--- src/sv/trilinear_grid_sampler_macros.svh ---
// Assertion macros shared by the trilinear grid sampler RTL.
// Depends on a clock named i_clk and an active-low reset named i_rst_n in scope.
`ifndef TRILINEAR_GRID_SAMPLER_MACROS_SVH
`define TRILINEAR_GRID_SAMPLER_MACROS_SVH

// Property must hold at every clock edge outside reset.
`define TGS_ASSERT(lbl, prop, msg) \
    lbl: assert property (@(posedge i_clk) disable iff (!i_rst_n) prop) else $error(msg);

// Expression must never be true outside reset.
`define TGS_NEVER(lbl, expr, msg) \
    lbl: assert property (@(posedge i_clk) disable iff (!i_rst_n) !(expr)) else $error(msg);

`endif

--- src/sv/tgs_pkg.sv ---
// Package of the trilinear grid sampler: widths, command types, rounding helper.
// No dependencies; imported by every module of the block.
package tgs_pkg;

    localparam int GRID_N_DEF      = 64;
    localparam int QUEUE_DEPTH_DEF = 4;
    localparam int FRAC_W          = 20;
    localparam int COORD_W         = 24;
    localparam int VAL_W           = 24;
    localparam int CELL_W          = 6;
    localparam int IDX_W           = 7;
    localparam int S_W             = 32;
    localparam int W_W             = 22;
    localparam int C_W             = 32;
    localparam int P_W             = C_W + W_W;
    localparam int OUT_W           = 36;
    localparam int MILLI_Q20       = 1049;
    localparam int IN_TDATA_W      = 120;
    localparam int OUT_TDATA_W     = 40;

    typedef enum logic {
        KIND_WRITE,
        KIND_QUERY
    } t_kind;

    // One classified item. Writes use the index fields as the cell address.
    typedef struct packed {
        t_kind                    kind;
        logic [IDX_W-1:0]         ix;
        logic [IDX_W-1:0]         iy;
        logic [IDX_W-1:0]         iz;
        logic signed [W_W-1:0]    wx;
        logic signed [W_W-1:0]    wy;
        logic signed [W_W-1:0]    wz;
        logic                     outside;
        logic signed [OUT_W-1:0]  penalty;
        logic signed [VAL_W-1:0]  value;
    } t_cmd;

    // Per-axis classification of a query coordinate.
    typedef struct packed {
        logic                   neg;
        logic                   inner;
        logic [IDX_W-1:0]       idx;
        logic signed [W_W-1:0]  w;
        logic signed [S_W-1:0]  pen;
    } t_axis;

    // Queue status seen by the back end.
    typedef struct packed {
        logic full;
        logic empty;
    } t_q_stat;

    // Rounds a Q.40 sum to Q.20, to nearest with ties toward +infinity.
    function automatic logic signed [C_W-1:0] round_q20(input logic signed [P_W:0] v);
        logic signed [P_W:0] t;
        t = v + (P_W+1)'(1 << (FRAC_W - 1));
        return t[FRAC_W +: C_W];
    endfunction

endpackage

--- src/sv/tgs_front.sv ---
// Front end of the trilinear grid sampler: unpacks and classifies input items.
// Depends on tgs_pkg.
module tgs_front import tgs_pkg::*; #(
    parameter int GRID_N = GRID_N_DEF
) (
    input  logic                  s_axis_tvalid,
    output logic                  s_axis_tready,
    input  logic [IN_TDATA_W-1:0] s_axis_tdata,
    input  logic                  s_axis_tuser,
    input  t_q_stat               i_q_stat,
    output logic                  o_push,
    output t_cmd                  o_cmd
);

    localparam logic signed [S_W-1:0] ONE     = S_W'(1 << FRAC_W);
    localparam logic signed [S_W-1:0] LIM_IN  = S_W'((GRID_N - 1) << FRAC_W);
    localparam logic signed [S_W-1:0] LIM_HI  = S_W'(GRID_N << FRAC_W);
    localparam logic signed [S_W-1:0] PEN_OFS = S_W'(((GRID_N - 1) << FRAC_W) - MILLI_Q20);

    logic [CELL_W-1:0]         cell_x, cell_y, cell_z;
    logic signed [VAL_W-1:0]   cell_value;
    logic signed [COORD_W-1:0] coord_x, coord_y, coord_z;
    t_axis                     ax, ay, az;
    logic                      wr_ok;

    // Scale by the grid size, truncate toward zero, and work out the weight
    // and this axis' share of the outside penalty.
    function automatic t_axis classify(input logic signed [COORD_W-1:0] c);
        logic signed [S_W-1:0] s;
        logic                  hi;
        t_axis                 a;
        s       = S_W'(c) * S_W'(GRID_N);
        hi      = s >= LIM_HI;
        a.neg   = s <= -ONE;
        a.inner = !a.neg && (s < LIM_IN);
        a.idx   = s[S_W-1] ? '0 : s[FRAC_W +: IDX_W];
        a.w     = s[S_W-1] ? s[W_W-1:0] : {2'b00, s[FRAC_W-1:0]};
        if (a.neg) begin
            a.pen = -s;
        end else if (hi) begin
            a.pen = s - PEN_OFS;
        end else begin
            a.pen = '0;
        end
        return a;
    endfunction

    assign cell_x     = s_axis_tdata[5:0];
    assign cell_y     = s_axis_tdata[11:6];
    assign cell_z     = s_axis_tdata[17:12];
    assign cell_value = s_axis_tdata[41:18];
    assign coord_x    = s_axis_tdata[65:42];
    assign coord_y    = s_axis_tdata[89:66];
    assign coord_z    = s_axis_tdata[113:90];

    assign ax = classify(coord_x);
    assign ay = classify(coord_y);
    assign az = classify(coord_z);

    assign wr_ok = ({2'b00, cell_x} < 8'(GRID_N)) && ({2'b00, cell_y} < 8'(GRID_N))
                && ({2'b00, cell_z} < 8'(GRID_N));

    assign s_axis_tready = !i_q_stat.full;

    // A write to a cell beyond the grid is taken and dropped.
    assign o_push = s_axis_tvalid && !i_q_stat.full && (s_axis_tuser || wr_ok);

    always_comb begin
        o_cmd       = '0;
        o_cmd.value = cell_value;
        if (s_axis_tuser) begin
            o_cmd.kind    = KIND_QUERY;
            o_cmd.ix      = ax.idx;
            o_cmd.iy      = ay.idx;
            o_cmd.iz      = az.idx;
            o_cmd.wx      = ax.w;
            o_cmd.wy      = ay.w;
            o_cmd.wz      = az.w;
            o_cmd.outside = !(ax.inner && ay.inner && az.inner);
            o_cmd.penalty = OUT_W'(ax.pen) + OUT_W'(ay.pen) + OUT_W'(az.pen);
        end else begin
            o_cmd.kind = KIND_WRITE;
            o_cmd.ix   = {1'b0, cell_x};
            o_cmd.iy   = {1'b0, cell_y};
            o_cmd.iz   = {1'b0, cell_z};
        end
    end

endmodule

--- config.mk ---
export PLATFORM = sky130hd
export DESIGN_NAME = tgs_front
export DESIGN_NICKNAME = d
export VERILOG_FILES = /design/src/sv/trilinear_grid_sampler_macros.svh /design/src/sv/tgs_pkg.sv /design/src/sv/tgs_front.sv
export SDC_FILE = /design/constraint.sdc
export NUM_CORES = 1
export LEC_CHECK = 0
export ABC_AREA = 0
export BUFFER_PORTS_ARGS = -buffer_cell sky130_fd_sc_hd__buf_4
export CORE_MARGIN = 1.5
export CORE_UTILIZATION = 51
export DETAILED_ROUTE_END_ITERATION = 10
export PLACE_DENSITY_LB_ADDON = 0.05
export SYNTH_ARGS = -nofsm -noshare
export SYNTH_HDL_FRONTEND = slang
export SYNTH_SLANG_ARGS = --single-unit
--- constraint.sdc ---
create_clock -name vclk -period 9.7
set_clock_uncertainty 0.2 [all_clocks]
set_input_delay 1.94 -clock vclk [all_inputs]
set_output_delay 1.94 -clock vclk [all_outputs]
set_load 0.03 [all_outputs]
# ---- Yosys cells after proc, flatten, opt, wreduce, memory -nomap -nowiden
# Index checks and enable logic that the tools add are counted.
dict set report totals {
  register_bits 0
  input_bits 124
  word_cells 42
}
dict set report op_classes {
  add_sub_neg 8
  n_lt_le_gt_ge 9
  n_mux 14
  n_reduce_logical 11
}
# cell count
set op_table {}
lappend op_table {{2-to-1 mux 32 bit} 6}
lappend op_table {{2-to-1 mux 103 bit} 1}
lappend op_table {{negation 30 -> 32 bit} 3}
lappend op_table {{subtractor 30 x 27 -> 31 bit, second input constant} 3}
lappend op_table {{>= comparator 30 x 28 -> 1 bit, second input constant} 3}
lappend op_table {{<= comparator 30 x 21 -> 1 bit, second input constant} 3}
lappend op_table {{< comparator 30 x 27 -> 1 bit, second input constant} 3}
lappend op_table {{2-to-1 mux 22 bit} 4}
lappend op_table {{adder 33 x 32 -> 34 bit} 1}
lappend op_table {{adder 32 x 32 -> 33 bit} 1}
lappend op_table {{2-to-1 mux 7 bit} 3}
lappend op_table {{logical AND 1 bit} 6}
lappend op_table {{zero test 1 bit} 5}

# ---- Logic depth before layout (Yosys ltp)
# Gate-level depths: netlist (run 1).
dict set report logic_depth {
  word_depth 7
  mapped_depth 21
  ltp_nobuf 17
}

# ---- Least setup slack after synthesis (run 1)
# No wires, ideal clock.
dict set report synth_timing {
  path_kind {input port to output port}
  start {input s_axis_tdata[67]}
  end {output o_cmd[51] (netlist name)}
  slack_ns 0.856
  arrival_time_ns 6.704
  stages 19
  t_required_ns 7.560
  path_buffers 2
  path_cell_list {inv_1 -> ha_1 -> nor3b_1 -> nand3_1 -> o31ai_1 -> nand2_1 -> clkbuf_1 -> o221ai_1 -> nand2_1 -> fa_1 -> inv_1 -> ha_1 -> clkbuf_1 -> nand3_1 -> a211oi_1 -> a31oi_1 -> nor4b_1 -> nor3_1 -> nor3_1}
}
# element line
set synth_lines {}
lappend synth_lines {{start: declaration} tgs_front.sv:8} ;# input logic [IN_TDATA_W-1:0] s_axis_tdata,
lappend synth_lines {{end: declaration} tgs_front.sv:12} ;# output t_cmd o_cmd

==> impl_summary.log, run 1 <==
[metrics] dominant delay contributor by cell family on the critical path: simple AND/OR/NAND/NOR gates
[metrics] worst voltage drop across the vdd grid: around 0.000037 V
[metrics] total non-filler cell area in the finished layout: 7666 um^2
[metrics] xor/xnor cell area share of the yosys netlist: 3.677%
[metrics] Syn Std Cell Area: between 6000 and 7000 um^2
[metrics] Detailed Place HPWL: 17160 um
[metrics] Std-Cell Rows: 40
[metrics] Top cell by count, worst path: buf_4
[metrics] total of warnings raised by yosys: 0
[metrics] proportion of netlist area held by the largest area contributor: 8.405%
[metrics] most frequent cells after synthesis: nand2_1 (108), nor2_1 (96), inv_1 (83)
[metrics] portion of the clock cycle consumed by the worst path in the final layout: 95.08%
[metrics] Routed wire per std cell: 16.69 um
[metrics] required time reported for the critical path endpoint: 7.56 ns
[metrics] floorplan die area: 13290 um^2
[metrics] static leakage: 3.588 nW
[metrics] unrepaired setup endpoints after global routing: no
[metrics] cell area after placement: 7666 um^2
[metrics] transition at the pin with the smallest max-transition slack: 1.789 ns
[metrics] layout clock buffer count: 0
[metrics] total placed cells including tap cells: 1289
[metrics] antenna violation net count after detailed routing: 0
[metrics] per-cell via count in the routed design: 6.057
[metrics] class of the most critical setup path: in -> out
[metrics] dominant cell by count in the synthesized netlist: nand2_1
[metrics] worst path arrival time: 7.08 ns
[metrics] filler cell count in the final layout: ~1200
[metrics] Total Negative Setup Slacks: 0 ns
[metrics] largest net degree at the start of global routing: 65
[metrics] list of cells traversed by the critical path: buf_4 > or3_1 > or4_1 > o21bai_1 > nand2_1 > o22a_1 > a21o_1 > fa_1 > inv_1 > ha_1 > nand3_1 > a211oi_1 > a31oi_1 > nor4b_1 > buf_4 > nor3_1 > nor3_1 > buf_4
[metrics] Final WS setup: 0.4773 ns
[metrics] Pwr per Cell Area: 110.3 nW/um^2
[metrics] final wirelength: approximately 22000 um
[metrics] top-level port count: 275
[metrics] CP max stage delay: 0.55 ns
[metrics] number of buffers inserted by post-CTS setup repair: 0
[metrics] proportion of layout cells with a drive suffix above 1: 21.41%
[metrics] number of iterations in the first detailed-routing pass: 7
[metrics] total of max-cap violations: 0
[metrics] Port Buffer Count: 197
[metrics] vias in the first global route: 6834
[metrics] total global routing track utilization: 31.01%
[metrics] failing checks: max-slew violations
[metrics] worst-path maximum fanout: 16
[metrics] slowest stage cell, crit path: fa_1
[metrics] net total in the final layout: 1311
[metrics] worst slew margin relative to its limit: -19.11%
[metrics] critical path capture point type: output port
[metrics] number of antenna violations at the first check in global routing: 0
[metrics] cell type with the highest aggregate area in the netlist: fa_1
[metrics] adder and majority gate portion of the synthesized area: 15.60%
[metrics] portion of the post-synthesis area used by sequential elements: 0%
[metrics] cts repair resizes: 0
[metrics] post-route non-filler standard cell count: 1289
[metrics] Distinct cells, synth: 88
[metrics] gate count after technology mapping: 998
[metrics] via count: ~7800
[metrics] Period minus WS final: 9.223 ns
[metrics] die height: 115.3 um
[metrics] Fmax: 108.4 MHz
[metrics] # setup viols final: 0
[metrics] top cells by area, synth: fa_1 (8.4%), ha_1 (7.2%), nand2_1 (6.3%)
[metrics] number of hold violations in the final report: 0
[metrics] area share of and/or/nand/nor cells after synthesis: 31.05%
[metrics] initial standard-cell utilization of the core: 52.88%
[metrics] first-pass GRT wire length: between 30000 and 40000 um
[metrics] mux cell area share after synthesis: 1.420%
[metrics] Seq Cell Count: 0
[metrics] complex-gate fraction of the synthesized area: 33.02%
[metrics] number of design-rule violations left by the first detailed-router iteration: 903
[metrics] count of cells along the worst hold path: 0
[metrics] area overhead of the layout relative to synthesis: 19.20%
[metrics] Post-CTS Hold Buffers: 0
[metrics] synthesized area per cell: roughly 6.4 um^2
[metrics] final RePlAce weighted congestion: 0.9953
[metrics] Antenna Cells: 0
[metrics] CORE AREA: around 12000 um^2
[metrics] worst hold path type: in -> out
[metrics] dominant combinational cell family by area after synthesis: compound AO/OA/AOI/OAI gates
[metrics] pre-CTS worst setup slack: 0.6784 ns
[metrics] CP Launch Type: input pin
[metrics] cell count along the critical path: 18
[metrics] Die X-Extent: roughly 120 um
[metrics] DRC violations left: 0
[metrics] sequential standard cell area: 0 um^2
[metrics] grt total ovfl: 0
[metrics] status: finished with violations
[metrics] number of pins exceeding their max-slew limit in the final report: 1
[metrics] tightest hold margin: about 3.7 ns
[metrics] sum of buffers and inverters on the critical path: 4
[final cells by class]
cell class / count / area (um^2) / area share (%)
Tap cell: 168 / 210.2 / 2.742
Inverter: 87 / 326.6 / 4.260
Timing Repair Buffer: 211 / 1584 / 20.66
Multi-Input combinational cell: 823 / 5545 / 72.34
[per-layer routing]
layer  routed length [um]  share of wire, %  global-route usage, %  vias up
met2                 9548                44                  49.52      384
met4                  387               1.8                  5.597        0
met3                 1913               8.9                  2.741       40
met1                 9658                45                  45.85     3590
li1                     -                 -                      -     3793
met5                    0                 0                      0        -
[stage by stage]
step                      power [mW]  utilization (%)
after floorplan               0.6191                -
after global placement        0.8251            63.04
after detailed placement      0.8317            63.04
after CTS                     0.8345            63.04
after global routing          0.9247            63.04
final                         0.8453            63.04
[power breakdown]
part	total, mW	switching [mW]	internal, mW
Clock	0	0	0
Sequential	0	0	0
Combinational	0.845	0.524	0.321
[final timing paths]
| path | startpoint | to | slack [ns] |
|---|---|---|---|
| max | s_axis_tdata[52] | o_cmd[51] | 0.48 |
| min | s_axis_tdata[18] | o_cmd[0] | 3.68 |
[cell usage in the layout (no fill, tap or decap), types with 9 or more instances in the layout]
cell type	Yosys	routed
fa_1	27	27
a22o_1	14	14
nand4_1	18	18
o221ai_1	16	16
o21ai_0	58	58
nand2_1	108	108
o211ai_1	14	14
a21oi_1	52	52
a221o_1	13	13
inv_1	83	83
nand3_1	23	23
nor2_1	96	96
xnor2_1	17	17
conb_1	2	25
and3_1	16	16
o22ai_1	9	9
buf_4	47	211
a31oi_1	11	11
o31ai_1	9	9
and2_1	35	35
xor2_1	10	10
a21o_1	16	16
ha_1	37	37
o2bb2ai_1	12	12
nor3_1	41	41
[cell families (layout without fill, tap and decap cells)]
family	count (synthesis)	in the layout
and+or+nand+nor	400	400
AOI/OAI and AO/OA	298	298
other	2	25
buffers and inverters	198	298
muxes	9	9
adders and majority gates	64	64
xor gates and xnor gates	27	27
No activity file was read; power rests on OpenSTA's default activity.
==> run 2: changes to the inputs <==
Settings changed: BUFFER_PORTS_ARGS -buffer_cell sky130_fd_sc_hd__buf_4 to default, CORE_AREA from default to 3 3 107 109, CORE_MARGIN 1.5 to default, CORE_UTILIZATION 51 to default, DIE_AREA from default to 0 0 110 112, DONT_BUFFER_PORTS from default to 1, RECOVER_POWER from default to 50.
==> impl_summary.log, run 2 (synthesis gave the netlist of run 1 again) <==
[metrics] status: finished with violations
[metrics] failing checks: max-slew violations
[metrics] top-level port count: 275
[metrics] commonest non-fill, non-tap cell in the layout: nand2_1
[metrics] worst-path maximum fanout: 8
[metrics] Period minus WS final: 9.148 ns
[metrics] worst hold path type: in -> out
[metrics] net total in the final layout: 1124
[metrics] area overhead of the layout relative to synthesis: -3.113%
[metrics] class of the most critical setup path: in -> out
[metrics] die height: 112 um
[metrics] portion of the clock cycle consumed by the worst path in the final layout: 94.31%
[metrics] proportion of layout cells with a drive suffix above 1: 5.567%
[metrics] Total Negative Setup Slacks: 0 ns
[metrics] per-cell via count in the routed design: 6.797
[metrics] grt peak-use layer: met2
[metrics] worst slew margin relative to its limit: -19.66%
[metrics] dominant delay contributor by cell family on the critical path: simple AND/OR/NAND/NOR gates
[metrics] Std-Cell Rows: 38
[metrics] end point of the worst hold path: o_cmd[0]
[metrics] GR Layer Usage met3: 4.696%
[metrics] CP Launch Type: input pin
[metrics] critical hold path startpoint: s_axis_tdata[18]
[metrics] most frequent cells in the layout: nand2_1 (108), nor2_1 (96), inv_1 (84), o21ai_0 (58), a21oi_1 (52)
[metrics] filler cell count in the final layout: 1082
[metrics] total placed cells including tap cells: between 1000 and 1500
[metrics] Die X-Extent: 110 um
[metrics] number of design-rule violations left by the first detailed-router iteration: 907
[metrics] static leakage: about 2.6 nW
[metrics] total of max-cap violations: 0
[metrics] count of cells along the worst hold path: 0
[metrics] final wirelength: 21500 um
[metrics] total global routing track utilization: 33.11%
[metrics] Routed wire per std cell: 20.02 um
[metrics] CORE AREA: between 10000 and 15000 um^2
[metrics] Antenna Cells: 0
[metrics] post-route non-filler standard cell count: around 1100
[metrics] worst path arrival time: about 7 ns
[metrics] # setup viols final: 0
[metrics] Port Buffer Count: 0
[metrics] number of hold violations in the final report: 0
[metrics] CP max stage delay: 0.58 ns
[metrics] Seq Cell Count: 0
[metrics] sum of buffers and inverters on the critical path: 4
[metrics] number of antenna violations at the first check in global routing: 0
[metrics] via count: 7300
[metrics] Pwr per Cell Area: 116.3 nW/um^2
[metrics] Fmax: between 100 and 150 MHz
[metrics] first-pass GRT wire length: 33560 um
[metrics] met1 layer usage reported by global route: 47.12%
[metrics] initial standard-cell utilization of the core: 60.12%
[metrics] final RePlAce weighted congestion: 0.9419
[metrics] slowest stage cell, crit path: fa_1
[metrics] largest net degree at the start of global routing: between 50 and 60
[metrics] unrepaired setup endpoints after global routing: no
[metrics] worst voltage drop across the vdd grid: 0.0001021 V
[metrics] GR Util met2: 53.20%
[metrics] area of combinational cells with multiple inputs: 5549 um^2
[metrics] list of cells traversed by the critical path: inv_1 > ha_1 > nor3b_1 > nand3_1 > o31ai_2 > and2_1 > a21o_1 > o21ai_0 > fa_1 > inv_1 > ha_1 > nand3_1 > a211oi_1 > a31oi_1 > nor4b_1 > buf_4 > nor3_1 > nor3_1 > buf_4
[metrics] required time reported for the critical path endpoint: 7.56 ns
[metrics] number of pins exceeding their max-slew limit in the final report: 1
[metrics] transition at the pin with the smallest max-transition slack: 1.797 ns
[metrics] critical path capture point type: output port
[metrics] number of iterations in the first detailed-routing pass: 6
[metrics] sequential standard cell area: 0 um^2
[metrics] Detailed Place HPWL: approximately 17000 um
[metrics] Post-CTS Hold Buffers: 0
[metrics] grt total ovfl: 0
[metrics] floorplan die area: 12320 um^2
[metrics] DRC violations left: 0
[metrics] vias in the first global route: 6571
[metrics] layout clock buffer count: 0
[metrics] antenna violation net count after detailed routing: 0
[run 2: layer usage]
metal  wire length, um  part of all wire, %  vias up
li1                  -                    -     3417
met1              9134                   42     3394
met2              9641                   45      435
met3              2154                   10       54
met4               572                  2.7        0
met5                 0                    0        -
[run 2: worst max-delay path by stage]
stage,startpoint,to,slack (ns),depth (start not counted)
global placement,s_axis_tdata[67],o_cmd[49],0.65,18
floorplan,s_axis_tdata[67],o_cmd[51],0.86,19
detailed placement,s_axis_tdata[67],o_cmd[54],0.56,19
finish,s_axis_tdata[67],o_cmd[51],0.55,19
CTS,s_axis_tdata[67],o_cmd[49],0.53,18
global route,s_axis_tdata[67],o_cmd[51],0.05,19
[run 2: power by group]
part           leakage (nW)  internal (mW)  switching, mW
clock network             0              0              0
registers                 0              0              0
logic                  2.64          0.242          0.482
total                  2.64          0.242          0.482
[run 2: per-stage QoR]
stage	hold WS (ns)	power, mW	utilization (%)	cell area [um^2]	worst slack [ns]
6_report	3.680	0.7248	58.25	6231	0.5520
5_1_grt	3.680	0.7940	58.25	6231	0.05004
3_5_place_dp	3.680	0.7101	58.21	6227	0.5632
2_1_floorplan	3.790	0.6191	-	6518	0.8558
4_1_cts	3.680	0.7125	58.21	6227	0.5344
3_3_place_gp	3.680	0.6981	58.21	6227	0.6481
[run 2: repair_timing]
action,CTS,global route
endpoints found under the setup margin,0,3
buffers inserted,0,0
endpoints found under the hold margin,0,0
resized for setup,0,1
[run 2: area by class of cell]
class,count,share of cell area (%)
multi-input combinational,823,89.06
timing repair buffer,24,2.892
inverter,87,5.241
tap,140,2.811
