<file path="src/sv/trilinear_grid_sampler_macros.svh">
// Assertion macros shared by the trilinear grid sampler RTL.
// Depends on a clock named i_clk and an active-low reset named i_rst_n in scope.
`ifndef TRILINEAR_GRID_SAMPLER_MACROS_SVH
`define TRILINEAR_GRID_SAMPLER_MACROS_SVH

// Property must hold at every clock edge outside reset.
`define TGS_ASSERT(lbl, prop, msg) \
    lbl: assert property (@(posedge i_clk) disable iff (!i_rst_n) prop) else $error(msg);

// Expression must never be true outside reset.
`define TGS_NEVER(lbl, expr, msg) \
    lbl: assert property (@(posedge i_clk) disable iff (!i_rst_n) !(expr)) else $error(msg);

`endif

</file>
<file path="src/sv/tgs_pkg.sv">
// Package of the trilinear grid sampler: widths, command types, rounding helper.
// No dependencies; imported by every module of the block.
package tgs_pkg;

    localparam int GRID_N_DEF      = 64;
    localparam int QUEUE_DEPTH_DEF = 4;
    localparam int FRAC_W          = 20;
    localparam int COORD_W         = 24;
    localparam int VAL_W           = 24;
    localparam int CELL_W          = 6;
    localparam int IDX_W           = 7;
    localparam int S_W             = 32;
    localparam int W_W             = 22;
    localparam int C_W             = 32;
    localparam int P_W             = C_W + W_W;
    localparam int OUT_W           = 36;
    localparam int MILLI_Q20       = 1049;
    localparam int IN_TDATA_W      = 120;
    localparam int OUT_TDATA_W     = 40;

    typedef enum logic {
        KIND_WRITE,
        KIND_QUERY
    } t_kind;

    // One classified item. Writes use the index fields as the cell address.
    typedef struct packed {
        t_kind                    kind;
        logic [IDX_W-1:0]         ix;
        logic [IDX_W-1:0]         iy;
        logic [IDX_W-1:0]         iz;
        logic signed [W_W-1:0]    wx;
        logic signed [W_W-1:0]    wy;
        logic signed [W_W-1:0]    wz;
        logic                     outside;
        logic signed [OUT_W-1:0]  penalty;
        logic signed [VAL_W-1:0]  value;
    } t_cmd;

    // Per-axis classification of a query coordinate.
    typedef struct packed {
        logic                   neg;
        logic                   inner;
        logic [IDX_W-1:0]       idx;
        logic signed [W_W-1:0]  w;
        logic signed [S_W-1:0]  pen;
    } t_axis;

    // Queue status seen by the back end.
    typedef struct packed {
        logic full;
        logic empty;
    } t_q_stat;

    // Rounds a Q.40 sum to Q.20, to nearest with ties toward +infinity.
    function automatic logic signed [C_W-1:0] round_q20(input logic signed [P_W:0] v);
        logic signed [P_W:0] t;
        t = v + (P_W+1)'(1 << (FRAC_W - 1));
        return t[FRAC_W +: C_W];
    endfunction

endpackage

</file>
<file path="src/sv/tgs_queue.sv">
// Short command queue between front and back end of the trilinear grid sampler.
// Depends on tgs_pkg and the assertion macros header.
`include "trilinear_grid_sampler_macros.svh"

module tgs_queue import tgs_pkg::*; #(
    parameter int DEPTH = QUEUE_DEPTH_DEF
) (
    input  logic    i_clk,
    input  logic    i_rst_n,
    input  logic    i_push,
    input  t_cmd    i_cmd,
    input  logic    i_pop,
    output t_q_stat o_stat,
    output t_cmd    o_head
);

    localparam int PW = (DEPTH > 1) ? $clog2(DEPTH) : 1;

    t_cmd          r_mem [DEPTH];
    logic [PW-1:0] r_wp, n_wp, r_rp, n_rp;
    logic [PW:0]   r_count, n_count;

    assign o_stat.full  = r_count == (PW+1)'(DEPTH);
    assign o_stat.empty = r_count == '0;
    assign o_head       = r_mem[r_rp];

    always_comb begin
        n_wp    = r_wp;
        n_rp    = r_rp;
        n_count = r_count;
        if (i_push) begin
            n_wp = (r_wp == PW'(DEPTH - 1)) ? '0 : r_wp + 1'b1;
        end
        if (i_pop) begin
            n_rp = (r_rp == PW'(DEPTH - 1)) ? '0 : r_rp + 1'b1;
        end
        if (i_push && !i_pop) begin
            n_count = r_count + 1'b1;
        end else if (i_pop && !i_push) begin
            n_count = r_count - 1'b1;
        end
    end

    always_ff @(posedge i_clk) begin
        if (!i_rst_n) begin
            r_wp    <= '0;
            r_rp    <= '0;
            r_count <= '0;
        end else begin
            r_wp    <= n_wp;
            r_rp    <= n_rp;
            r_count <= n_count;
        end
    end

    always_ff @(posedge i_clk) begin
        if (i_push) begin
            r_mem[r_wp] <= i_cmd;
        end
    end

    `TGS_NEVER(a_no_overflow, i_push && o_stat.full, "push into a full queue")
    `TGS_NEVER(a_no_underflow, i_pop && o_stat.empty, "pop from an empty queue")
    `TGS_ASSERT(a_count_drop, (i_pop && !i_push) |=> (r_count == $past(r_count) - 1), "count lost a pop")

endmodule

</file>
<file path="config.mk">
export PLATFORM = sky130hd
export DESIGN_NAME = tgs_queue
export DESIGN_NICKNAME = d
export VERILOG_FILES = /design/src/sv/tgs_pkg.sv /design/src/sv/tgs_queue.sv
export VERILOG_INCLUDE_DIRS = /design/src /design/src/sv
export SDC_FILE = /design/constraint.sdc
export NUM_CORES = 1
export LEC_CHECK = 0
export BUFFER_PORTS_ARGS = -buffer_cell sky130_fd_sc_hd__buf_2
export CORE_ASPECT_RATIO = 0.9
export CORE_MARGIN = 8
export CORE_UTILIZATION = 50
export CTS_CLUSTER_SIZE = 20
export DETAILED_ROUTE_END_ITERATION = 8
export PLACE_DENSITY = 0.72
export RECOVER_POWER = 100
export SYNTH_ARGS = -nofsm -noshare
export SYNTH_HDL_FRONTEND = slang
export SYNTH_SLANG_ARGS = --single-unit
</file>
<file path="constraint.sdc">
create_clock -name i_clk -period 6.12 [get_ports i_clk]
set_input_delay 1.224 -clock i_clk [delete_from_list [all_inputs] [get_ports i_clk]]
set_output_delay 1.224 -clock i_clk [all_outputs]
set_load 0.005 [all_outputs]
</file>
== After elaboration in Yosys (flattened, before gate mapping) ==
Memories as Yosys holds them, arrays and structs flattened. A register that Yosys moved wholly into a read port is not among the register bits.
Cells that the tools add are included.

* Shifts and indexed selects: 0
* Muxes and demuxes: 8
* Divide/modulo/power cells: 0
* Equal/unequal tests: 3
* Multiply operators: 0
* Reduce and logical (&&, ||, !) cells: 6
* $add $sub $neg: 4
* Bitwise logic cells: 0
* Order comparisons: 0

{| class="wikitable"
|+ Operators by type and width
! kind !! number
|-
| 2-bit 2-to-1 mux || 4
|-
| 3-bit 2-to-1 mux || 2
|-
| 2-bit by 1-bit adder with 2-bit output, second input constant || 2
|-
| 2-bit equality test, second input constant || 2
|-
| 3-bit by 1-bit adder with 3-bit output, second input constant || 1
|-
| 3-bit equality test, second input constant || 1
|-
| 3-bit zero test || 1
|-
| 3-bit by 1-bit subtractor with 3-bit output, second input constant || 1
|-
| 1-bit logical AND || 2
|-
| 1-bit zero test || 2
|-
| 1-bit 2-to-1 mux || 2
|-
| 2-bit nonzero test || 1
|}

* Memories kept: 1
* Input port bits: 153
* Latch bits: 0
* Memory bits (read-only): 0
* Register bits after elaboration: 7
* Word-level logic and storage cells: 25
* Memory bits (writable): 596

{| class="wikitable"
|+ Memories
! name !! words !! bits a word !! read ports !! clocked after memory_dff !! write ports !! line !! RTL
|-
| r_mem || 4 || 149 || 1 || 1 || 1 || tgs_queue.sv:19 || <nowiki>t_cmd r_mem [DEPTH];</nowiki>
|}

== Longest topological paths before layout ==
Gate-level depths: netlist of the first run.

* Word-level depth: 4
* Depth in mapped cells: 7

== Worst setup path before layout of the first run ==
Ideal clock, no wire load.

* Kind: input -> register
* From: input i_push
* To: memory r_mem[0][0] (netlist bit) (enable)
* Library setup time: 0.526 ns
* Slack: 0.969 ns
* Path buffers: 0
* Cell stages on the path: 1
* Data arrival time: 4.625 ns
* Cell sequence: and2_1

* Word-level cells in the longest chain between the ends: 2

{| class="wikitable"
|+ Ends and longest elaborated chain
! item !! line !! RTL
|-
| start, declared || tgs_queue.sv:10 || <nowiki>input logic i_push,</nowiki>
|-
| 1-bit 2-to-1 mux || tgs_queue.sv:57 || <nowiki>if (i_push) begin</nowiki>
|-
| 1-bit 2-to-1 mux (not written as such) || tgs_queue.sv:58 || <nowiki>r_mem[r_wp] <= i_cmd;</nowiki>
|-
| end, declared || tgs_queue.sv:19 ||
|}

No other way between the ends.

==> flow_summary.ini, run 1 <==
[sta]
finalClockSkew_ns = 0.0134
slew_viol_final = 316
worst_pin_slew_ns = 3.27
fin_crit_ns = 4.95
max_freq_mhz = 202
whs_ns = 0.503
fin_tns_setup_ns = 0
setup_viol = 0
grt_setup_unrepaired = no
post-route-period-util_pct = 80.8
hold_violations = 0
relSlewSlack_pct = -118

[die]
die_w_um = 237
io_pins = 304
rows = 73
core_mm2 = 0.0438
start_util_pct = 50.2
die_h_um = 215
die_area_mm2 = 0.0509

[synth]
postSynthCellCount = 823
synth_area_per_cell_um2 = 26.7
synth_area_mm2 = 0.0220
ys_ff_latch = 605
ys_seq_area_share_pct = 82.3
ys_types = 21
synth_nets = 983
synth_warnings = 0

[clock_tree]
clk-insertion-delay-late_ns = 0.59
clk_pin_slew_worst_paths_ns = 0.06
cts_tree = yes
htree_levels = 2
cts-root-buf = clkbuf_16
cts_buffers = 56
post-cts-setup-buffers = 0
cts_hold_buf = 0
clockBufferDepth = 3
cts.sinks = 605
cts.repair.resized = 0

[setup_path]
regToRegStartpoint = r_wp[0]$_SDFFE_PN0P_
crit_type = reg -> out
critPathMaxFanout = 80
timing.rr.end = r_mem[2][120]$_DFFE_PP_
r2r_setup_slack_ns = 1.98
r2r_cells = 4
cp_data_arrival_time_ns = 3.72
required_ns = 4.90
crit_path_end_kind = output port
cp-start-kind = flip-flop

[finish]
nets = 1322
layout-drive-gt1-share_pct = 22.9
mostFrequentLayoutCells = edfxtp_1 (596), clkbuf_1 (273), mux4_2 (149)
fill_cells = 3170
ff_latch_area_mm2 = 0.0181
layout_commonest_cell = edfxtp_1
area_growth_pct = 16.4
multi_input_area_mm2 = 0.00362

[global_route]
grtUsageTotal_pct = 16.3
grt_pass1_vias = 10305
antenna_found_initial = 7
grt_pass1_wl_mm = 63.2
grt_max_degree = 82
overflow = 0

[routing]
wire_per_inst_um = 23.9
finalWirelength_mm = 42.1
drcViolationCount = 0
via_count = 9698
drt_iter0_markers = 875
via_per_inst = 5.49
final_antenna_net_count = 0
first_pass_iters = 4

[placement]
portBuffers = 303
dp_hpwl_mm = 25.4
gp_congestion = 0.727

[job]
drv_cap = 6

[power]
ir_drop_mv = 0.305
power.density_mw_per_mm2 = 348
leakagePower_nw = 7.92

[status]
outcome = complete, but fails checks
violations = capacitance limit, slew limit

[hold_path]
min_to = r_count[2]$_SDFFE_PN0P_
hp-start = r_count[2]$_SDFFE_PN0P_
hold_path_depth = 2
worstHoldPathType = reg -> reg
[flip-flops by register name, indices dropped and copies added (netlist names), named ones only]
| register | flops |
|---|---|
| r_count | 3 |
| r_mem | 596 |
| r_rp | 2 |
| r_wp | 2 |
[report_power, final]
| part | switching (mW) | internal, mW | total, mW |
|---|---|---|---|
| registers | 0.0548 | 4.76 | 4.81 |
| clock network | 1.39 | 2.05 | 3.43 |
| logic | 0.361 | 0.295 | 0.657 |
[final cells by class]
type                            instances  share of cell area, %
Multi-Input combinational cell        180                   14.2
Tap cell                              562                   2.75
Inverter                                4                 0.0587
Timing Repair Buffer                  315                   5.13
Clock inverter                         31                   1.38
Sequential cell                       605                   70.7
Antenna cell                            2                 0.0196
Clock buffer                           66                   5.79
[per-stage QoR]
step	worst slack (ns)	utilization [%]	std cells	area, um^2	power, mW
final	1.17	58.5	1765	25600	8.90
after global routing	0.970	58.4	1763	25600	9.21
after CTS	2.04	59.3	1763	26000	9.05
after detailed placement	2.70	55.1	1666	24100	5.61
after global placement	2.69	55.1	1666	24100	5.59
after floorplan	0.969	-	823	22000	5.28
[cells by family after synthesis]
group	Yosys count	synth area share, %
DFF	605	82.3
and+or+nand+nor	15	0.410
adders and majority gates	7	0.433
AOI/OAI and AO/OA	3	0.0912
muxes	153	15.5
buffers and inverters	38	1.22
xor gates and xnor gates	2	0.0798
[synthesized netlist by cell type]
| cell type | instances | area share [%] |
|---|---|---|
| a21boi_0 | 1 | 0.034 |
| and2_1 | 5 | 0.14 |
| buf_2 | 16 | 0.36 |
| buf_6 | 14 | 0.72 |
| clkbuf_1 | 4 | 0.068 |
| dfxtp_1 | 9 | 0.82 |
| edfxtp_1 | 596 | 81 |
| fa_1 | 1 | 0.091 |
| ha_1 | 6 | 0.34 |
| inv_1 | 4 | 0.068 |
| mux2i_1 | 4 | 0.18 |
| mux4_2 | 149 | 15 |
| nor2_1 | 1 | 0.017 |
| nor2b_1 | 5 | 0.14 |
| nor3_1 | 2 | 0.046 |
| nor3b_1 | 1 | 0.034 |
| o21a_1 | 1 | 0.034 |
| o21ai_0 | 1 | 0.023 |
| or3_1 | 1 | 0.029 |
| xnor2_1 | 1 | 0.040 |
| xor2_1 | 1 | 0.040 |
[critical path, cell delays in order (launching register included)]
cell	delay (ns)
dfxtp_4	0.58
clkbuf_2	1.65
mux4_2	0.53
clkbuf_1	0.18
[how the worst max path moves through the flow]
| stage | slack [ns] | endpoint | cells after the start |
|---|---|---|---|
| 4_1_cts | 2.04 | o_head[130] | 3 |
| 3_3_place_gp | 2.69 | o_head[130] | 3 |
| 3_5_place_dp | 2.70 | o_head[130] | 3 |
| 2_1_floorplan | 0.97 | r_mem[0][0]$_DFFE_PP_ | 1 |
| 6_report | 1.17 | o_head[128] | 3 |
| 5_1_grt | 0.97 | o_head[128] | 3 |
[routing by layer]
layer | wire length, um | GRT usage, % | vias to the layer above | part of all wire (%)
li1 | - | - | 4242 | -
met1 | 17200 | 21.5 | 5086 | 41
met2 | 20700 | 26.1 | 297 | 49
met3 | 3460 | 5.22 | 63 | 8.2
met4 | 688 | 4.12 | 10 | 1.6
met5 | 65 | 0 | - | 0.15
No activity file was read; power rests on OpenSTA's default activity.
==> inputs of run 2 (changes only) <==
--- a/config.mk
+++ b/config.mk
@@ -6,6 +6,7 @@
 export SDC_FILE = /design/constraint.sdc
 export NUM_CORES = 1
 export LEC_CHECK = 0
+export ABC_AREA = 1
 export BUFFER_PORTS_ARGS = -buffer_cell sky130_fd_sc_hd__buf_2
 export CORE_ASPECT_RATIO = 0.9
 export CORE_MARGIN = 8
==> constraint.sdc (replaced) <==
create_clock -name i_clk -period 5.1 [get_ports i_clk]
set_input_delay 1.02 -clock i_clk [delete_from_list [all_inputs] [get_ports i_clk]]
set_output_delay 1.02 -clock i_clk [all_outputs]
set_load 0.005 [all_outputs]
==> run 2 against run 1 <==
  * The run still ends with capacitance limit, slew limit left
  * Via count rose by 39%
  * Synthesized area rose by 2.6%
  * Sequential power rose by 20%
  * First-iteration DRC count rose by 28%
  * Register-to-register slack got worse by 0.96 ns
  * Clock power rose by 18%
  * Clock skew rose by 0.0014 ns
  * Count of clock-buffer cells in the layout rose by 5
  * Total power rose by 20%
  * Critical path type unchanged
  * Critical endpoint is now o_head[4]
==> flow_summary.ini, run 2 <==
[status]
outcome = complete, but fails checks
violations = capacitance limit, slew limit

[synth]
synth_nets = 1659
netlist_top_cells_count = edfxtp_1 (596), nor2_1 (306), o21ai_0 (209)
synth_largest_area_cell = edfxtp_1
yosysMostFrequentCell = edfxtp_1
synth.top_cell.area_share_pct = 79.4
postSynthCellCount = 1499
synth_warnings = 0
ys_ff_latch = 605
synth_area_per_cell_um2 = 15.0
ys.flop_type = edfxtp_1
ys_seq_area_share_pct = 80.2
synthTopCellsByArea = edfxtp_1 (79%), nor2_1 (5.1%), o21ai_0 (4.6%), o22ai_1 (4.1%), o21ai_1 (2.0%)
async_reset_ff_share_pct = 0
synth-edff-count = 596
synth_area_mm2 = 0.0225
ys_types = 22

[clock_tree]
clockBufferDepth = 3
post-cts-setup-buffers = 0
cts_buffers = 57
htree_levels = 2
cts_tree = yes
cts_hold_buf = 0
cts.sinks = 605
clk_pin_slew_worst_paths_ns = 0.06
clk-insertion-delay-late_ns = 0.59
cts-root-buf = clkbuf_16
cts.repair.resized = 0

[setup_path]
critPathMaxFanout = 140
crit_path_end_kind = output port
cp-start-kind = flip-flop
cp_data_arrival_time_ns = 3.20
required_ns = 4.08
crit_chain = inv_8, clkbuf_2, o21ai_0, o22ai_1, clkbuf_1
regToRegStartpoint = r_wp[0]$_SDFFE_PN0P_
r2r_cells = 5
timing.rr.end = r_mem[0][70]$_DFFE_PP_
r2r_setup_slack_ns = 1.02
crit_type = reg -> out
cp_slowest_cell = clkbuf_2
max_stage_delay_ns = 0.72

[routing]
drt_iter0_markers = 1119
via_count = 13523
final_antenna_net_count = 0
finalWirelength_mm = 50.3
drcViolationCount = 0
wire_per_inst_um = 20.7
via_per_inst = 5.57
first_pass_iters = 7

[sta]
setup_viol = 0
hold_violations = 0
worst_pin_slew_ns = 3.07
fin_crit_ns = 4.22
fin_tns_setup_ns = 0
setup_ws_ns = 0.879
post-route-period-util_pct = 82.8
finalClockSkew_ns = 0.0148
grt_setup_unrepaired = no
slew_viol_final = 461
max_freq_mhz = 237
relSlewSlack_pct = -105

[finish]
largest_register_ffs = 596
layout_commonest_cell = edfxtp_1
top_register = r_mem
layout-drive-gt1-share_pct = 6.91
finalNonFillerCells = 2427
mostFrequentLayoutCells = edfxtp_1 (596), nor2_1 (306), clkbuf_1 (289)
area_growth_pct = 14.6
nets = 1941
top_regs = r_mem (596), r_count (3)

[die]
start_util_pct = 50.9
io_pins = 304
die_w_um = 240
die_area_mm2 = 0.0521
die_h_um = 217
rows = 73
core_mm2 = 0.0443

[job]
drv_cap = 7

[global_route]
grt_max_degree = 141
overflow = 0
grt_pass1_vias = 13493
grt_pass1_wl_mm = 76.2
grtUsageTotal_pct = 18.5
antenna_found_initial = 7

[placement]
gp_congestion = 0.756
portBuffers = 303
dp_hpwl_mm = 27.9
place_inst = 2322
place_ws_ns = 1.84

[hold_path]
worstHoldPathType = reg -> reg
hold_path_depth = 2
hp-start = r_rp[1]$_SDFFE_PN0P_

[power]
power.density_mw_per_mm2 = 415
leakagePower_nw = 8.32
ir_drop_mv = 0.307
-- run 2: cell count changes in the layout (fill, tap and decap cells not counted), moves of 5 or more --
cell	before	now
nor2_1	1	306
o21ai_0	1	226
mux4_2	149	0
o22ai_1	0	149
o21ai_1	0	75
clkbuf_1	273	289
buf_2	39	27
nand2_1	0	8
clkinv_2	4	11
inv_1	4	11
nor2b_1	5	0
-- run 2: cells by family (layout without fill, tap and decap cells) --
group | Yosys count | after routing | synth area share [%]
AO/OA/AOI/OAI | 453 | 453 | 10.9
other | 0 | 3 | 0
buffers and inverters | 113 | 438 | 3.03
XOR/XNOR | 1 | 1 | 0.0389
AND/OR/NAND/NOR | 320 | 320 | 5.37
flip-flops | 605 | 605 | 80.2
adder cells (fa/ha/maj) | 7 | 7 | 0.422
-- run 2: how the worst max path moves through the flow --
stage,startpoint,end,slack [ns],cells past startpoint
floorplan,i_push,r_mem[3][0]$_DFFE_PP_,0.67,2
global placement,flip-flop,o_head[15],1.95,5
detailed placement,flip-flop,o_head[4],1.84,5
CTS,flip-flop,o_head[4],1.18,5
global route,i_push,r_mem[0][86]$_DFFE_PP_,0.55,4
finish,flip-flop,o_head[4],0.88,5
-- run 2: critical path: cells and delay by family (launching register included) --
kind            cells  cell delay, ns
buf+inv             3            1.43
flops               1            0.50
compound gates      2            0.48
-- run 2: where the power goes --
part           switching [mW]  internal [mW]  total [mW]  leakage (nW)
Combinational           0.640          0.277       0.917          1.91
Sequential             0.0554           5.70        5.75          5.55
Clock                    1.74           2.30        4.04         0.866
Total                    2.44           8.27        10.7          8.32
-- run 2: area by class of cell --
class	instances	area, um^2
fillers	3480	18500
flip-flops and latches	605	18100
multi-input cells	781	3770
clock buffers	71	1520
repair buffers	320	1350
well taps	600	751
clock inverters	31	248
inverters	16	82.6
diodes	3	7.51
-- run 2: per-layer routing --
metal	wire length [um]	vias to the layer above	GRT usage [%]
li1	-	6251	-
met1	20400	6726	23.6
met2	24500	457	30.7
met3	4460	79	5.46
met4	911	10	5.04
met5	64	-	0
-- run 2: metrics by stage --
step           power (mW)  instance area, um^2  util, %  hold WS [ns]
2_1_floorplan        6.38                22500        -         0.490
3_3_place_gp         6.80                24400     55.2         0.512
3_5_place_dp         6.83                24400     55.2         0.533
4_1_cts              10.8                26200     59.2         0.541
5_1_grt              11.1                25800     58.2         0.565
6_report             10.7                25800     58.3         0.538
==> inputs of run 3 (changes only) <==
--- a/config.mk
+++ b/config.mk
@@ -13,7 +13,7 @@
 export CORE_UTILIZATION = 50
 export CTS_CLUSTER_SIZE = 20
 export DETAILED_ROUTE_END_ITERATION = 8
-export PLACE_DENSITY = 0.72
+export PLACE_DENSITY = 0.75
 export RECOVER_POWER = 100
 export SYNTH_ARGS = -nofsm -noshare
 export SYNTH_HDL_FRONTEND = slang
==> constraint.sdc (replaced) <==
create_clock -name i_clk -period 3.79 [get_ports i_clk]
set_input_delay 0.758 -clock i_clk [delete_from_list [all_inputs] [get_ports i_clk]]
set_output_delay 0.758 -clock i_clk [all_outputs]
set_load 0.005 [all_outputs]
==> run 3 against run 2 <==
  * The flow still finishes with violations (capacitance limit, slew limit)
  * Setup slack got worse by 0.47 ns
  * Sequential cell count did not move
  * Sequential share of layout area fell by 0.31 points
  * Via count fell by 0.21%
  * Critical path depth did not move
  * Critical path type unchanged
  * Worst hold slack got worse by 0.13 ns
  * Clock skew fell by 0.0011 ns
  * Non-clock buffer count rose by 7
  * First-iteration DRC count rose by 21%
==> flow_summary.ini, run 3 (synthesis gave the netlist of run 2 again) <==
[status]
outcome = complete, but fails checks
violations = capacitance limit, slew limit

[clock_tree]
cts_tree = yes
cts_buffers = 57
cts.repair.resized = 0
clockBufferDepth = 3
clk-insertion-delay-late_ns = 0.59
cts-root-buf = clkbuf_16
clk_pin_slew_worst_paths_ns = 0.06
cts.sinks = 605
cts_hold_buf = 0
post-cts-setup-buffers = 0
htree_levels = 2

[power]
ir_drop_mv = 0.485
power.density_mw_per_mm2 = 560
leakagePower_nw = 8.34
total_power_mw = 14.5

[hold_path]
worstHoldPathType = in -> reg
min_to = r_mem[2][45]$_DFFE_PP_
hp-start = i_cmd[45]
hold_path_depth = 1

[routing]
via_count = 13495
drcViolationCount = 0
finalWirelength_mm = 50.0
via_per_inst = 5.54
final_antenna_net_count = 0
drt_iter0_markers = 1351
wire_per_inst_um = 20.5
first_pass_iters = 5

[setup_path]
required_ns = 3.03
crit_path_end_kind = output port
r2r_setup_slack_ns = 0.64
cp-start-kind = flip-flop
regToRegStartpoint = r_wp[0]$_SDFFE_PN0P_
critPathMaxFanout = 92
cp_data_arrival_time_ns = 2.63
crit_type = reg -> out
timing.rr.end = r_mem[0][77]$_DFFE_PP_
r2r_cells = 6

[sta]
fin_crit_ns = 3.39
hold_violations = 0
setup_viol = 0
fin_tns_setup_ns = 0
grt_setup_unrepaired = no
post-route-period-util_pct = 89.3
finalClockSkew_ns = 0.0138
worst_pin_slew_ns = 2.01
max_freq_mhz = 295
relSlewSlack_pct = -33.9
slew_viol_final = 302

[finish]
top_register = r_mem
layout-drive-gt1-share_pct = 7.22
nets = 1948
largest_register_ffs = 596
finalNonFillerCells = 2434
area_growth_pct = 15.1
layout_commonest_cell = edfxtp_1
mostFrequentLayoutCells = edfxtp_1 (596), nor2_1 (306), clkbuf_1 (291)
top_regs = r_mem (596), r_count (3)

[global_route]
antenna_found_initial = 10
overflow = 0
grt_pass1_vias = 13421
grtUsageTotal_pct = 18.4
grt_max_degree = 173
grt_pass1_wl_mm = 75.4

[die]
io_pins = 304
die_area_mm2 = 0.0521
rows = 73
start_util_pct = 50.9
die_h_um = 217
core_mm2 = 0.0443
die_w_um = 240

[placement]
place_inst = 2329
gp_congestion = 0.761
portBuffers = 303
dp_hpwl_mm = 28.9

[job]
drv_cap = 6
==> run 3: changes by cell type in the layout (fill, tap and decap cells not counted), moves of 4 or more <==
cell / delta
clkinv_2: -7
buf_2: +6
clkinv_1: -4
clkinvlp_2: +4
diode_2: +4
==> run 3: critical path, cell delays in order, from the launching register on <==
cell and delay (ns):
dfxtp_1 0.42, inv_8 0.46, buf_4 0.46, o21ai_0 0.19
o22ai_1 0.33, clkbuf_1 0.16
==> run 3: layout make-up <==
type / count / area [um^2]
multi-input cells: 781 / 3770
clock buffers: 76 / 1540
diodes: 7 / 17.5
fillers: 3468 / 18400
clock inverters: 22 / 260
inverters: 16 / 75.1
flip-flops and latches: 605 / 18100
repair buffers: 327 / 1430
well taps: 600 / 751
==> run 3: metrics by stage <==
step | setup slack, ns | hold slack [ns] | cell area [um^2] | utilization (%)
final | 0.405 | 0.412 | 25900 | 58.5
after global routing | 0.271 | 0.385 | 25900 | 58.5
after CTS | 0.475 | 0.330 | 26300 | 59.5
after floorplan | 0.352 | 0.490 | 22500 | -
after detailed placement | 1.17 | 0.524 | 24500 | 55.4
after global placement | 1.23 | 0.504 | 24500 | 55.4
==> run 3: power by group <==
group	switching [mW]	internal (mW)
Clock	2.29	3.24
Sequential	0.0716	7.66
Combinational	0.868	0.378
Total	3.23	11.3
==> run 3: how the worst max path moves through the flow <==
stage | from | to | slack [ns] | cells past startpoint
after detailed placement | i_push | r_mem[0][12]$_DFFE_PP_ | 1.17 | 5
after CTS | flip-flop | o_head[23] | 0.48 | 5
final | flip-flop | o_head[23] | 0.40 | 5
after global routing | flip-flop | o_head[23] | 0.27 | 5
after global placement | i_push | r_mem[0][12]$_DFFE_PP_ | 1.23 | 5
after floorplan | i_push | r_mem[3][0]$_DFFE_PP_ | 0.35 | 2
==> run 3: metal layers <==
metal  track usage, %  up-vias  share of wire (%)
met3             4.36       99                7.5
met5                0        -               0.15
met1             23.9     6675                 40
met2             29.9      447                 49
li1                 -     6264                  -
met4             7.22       10                2.6
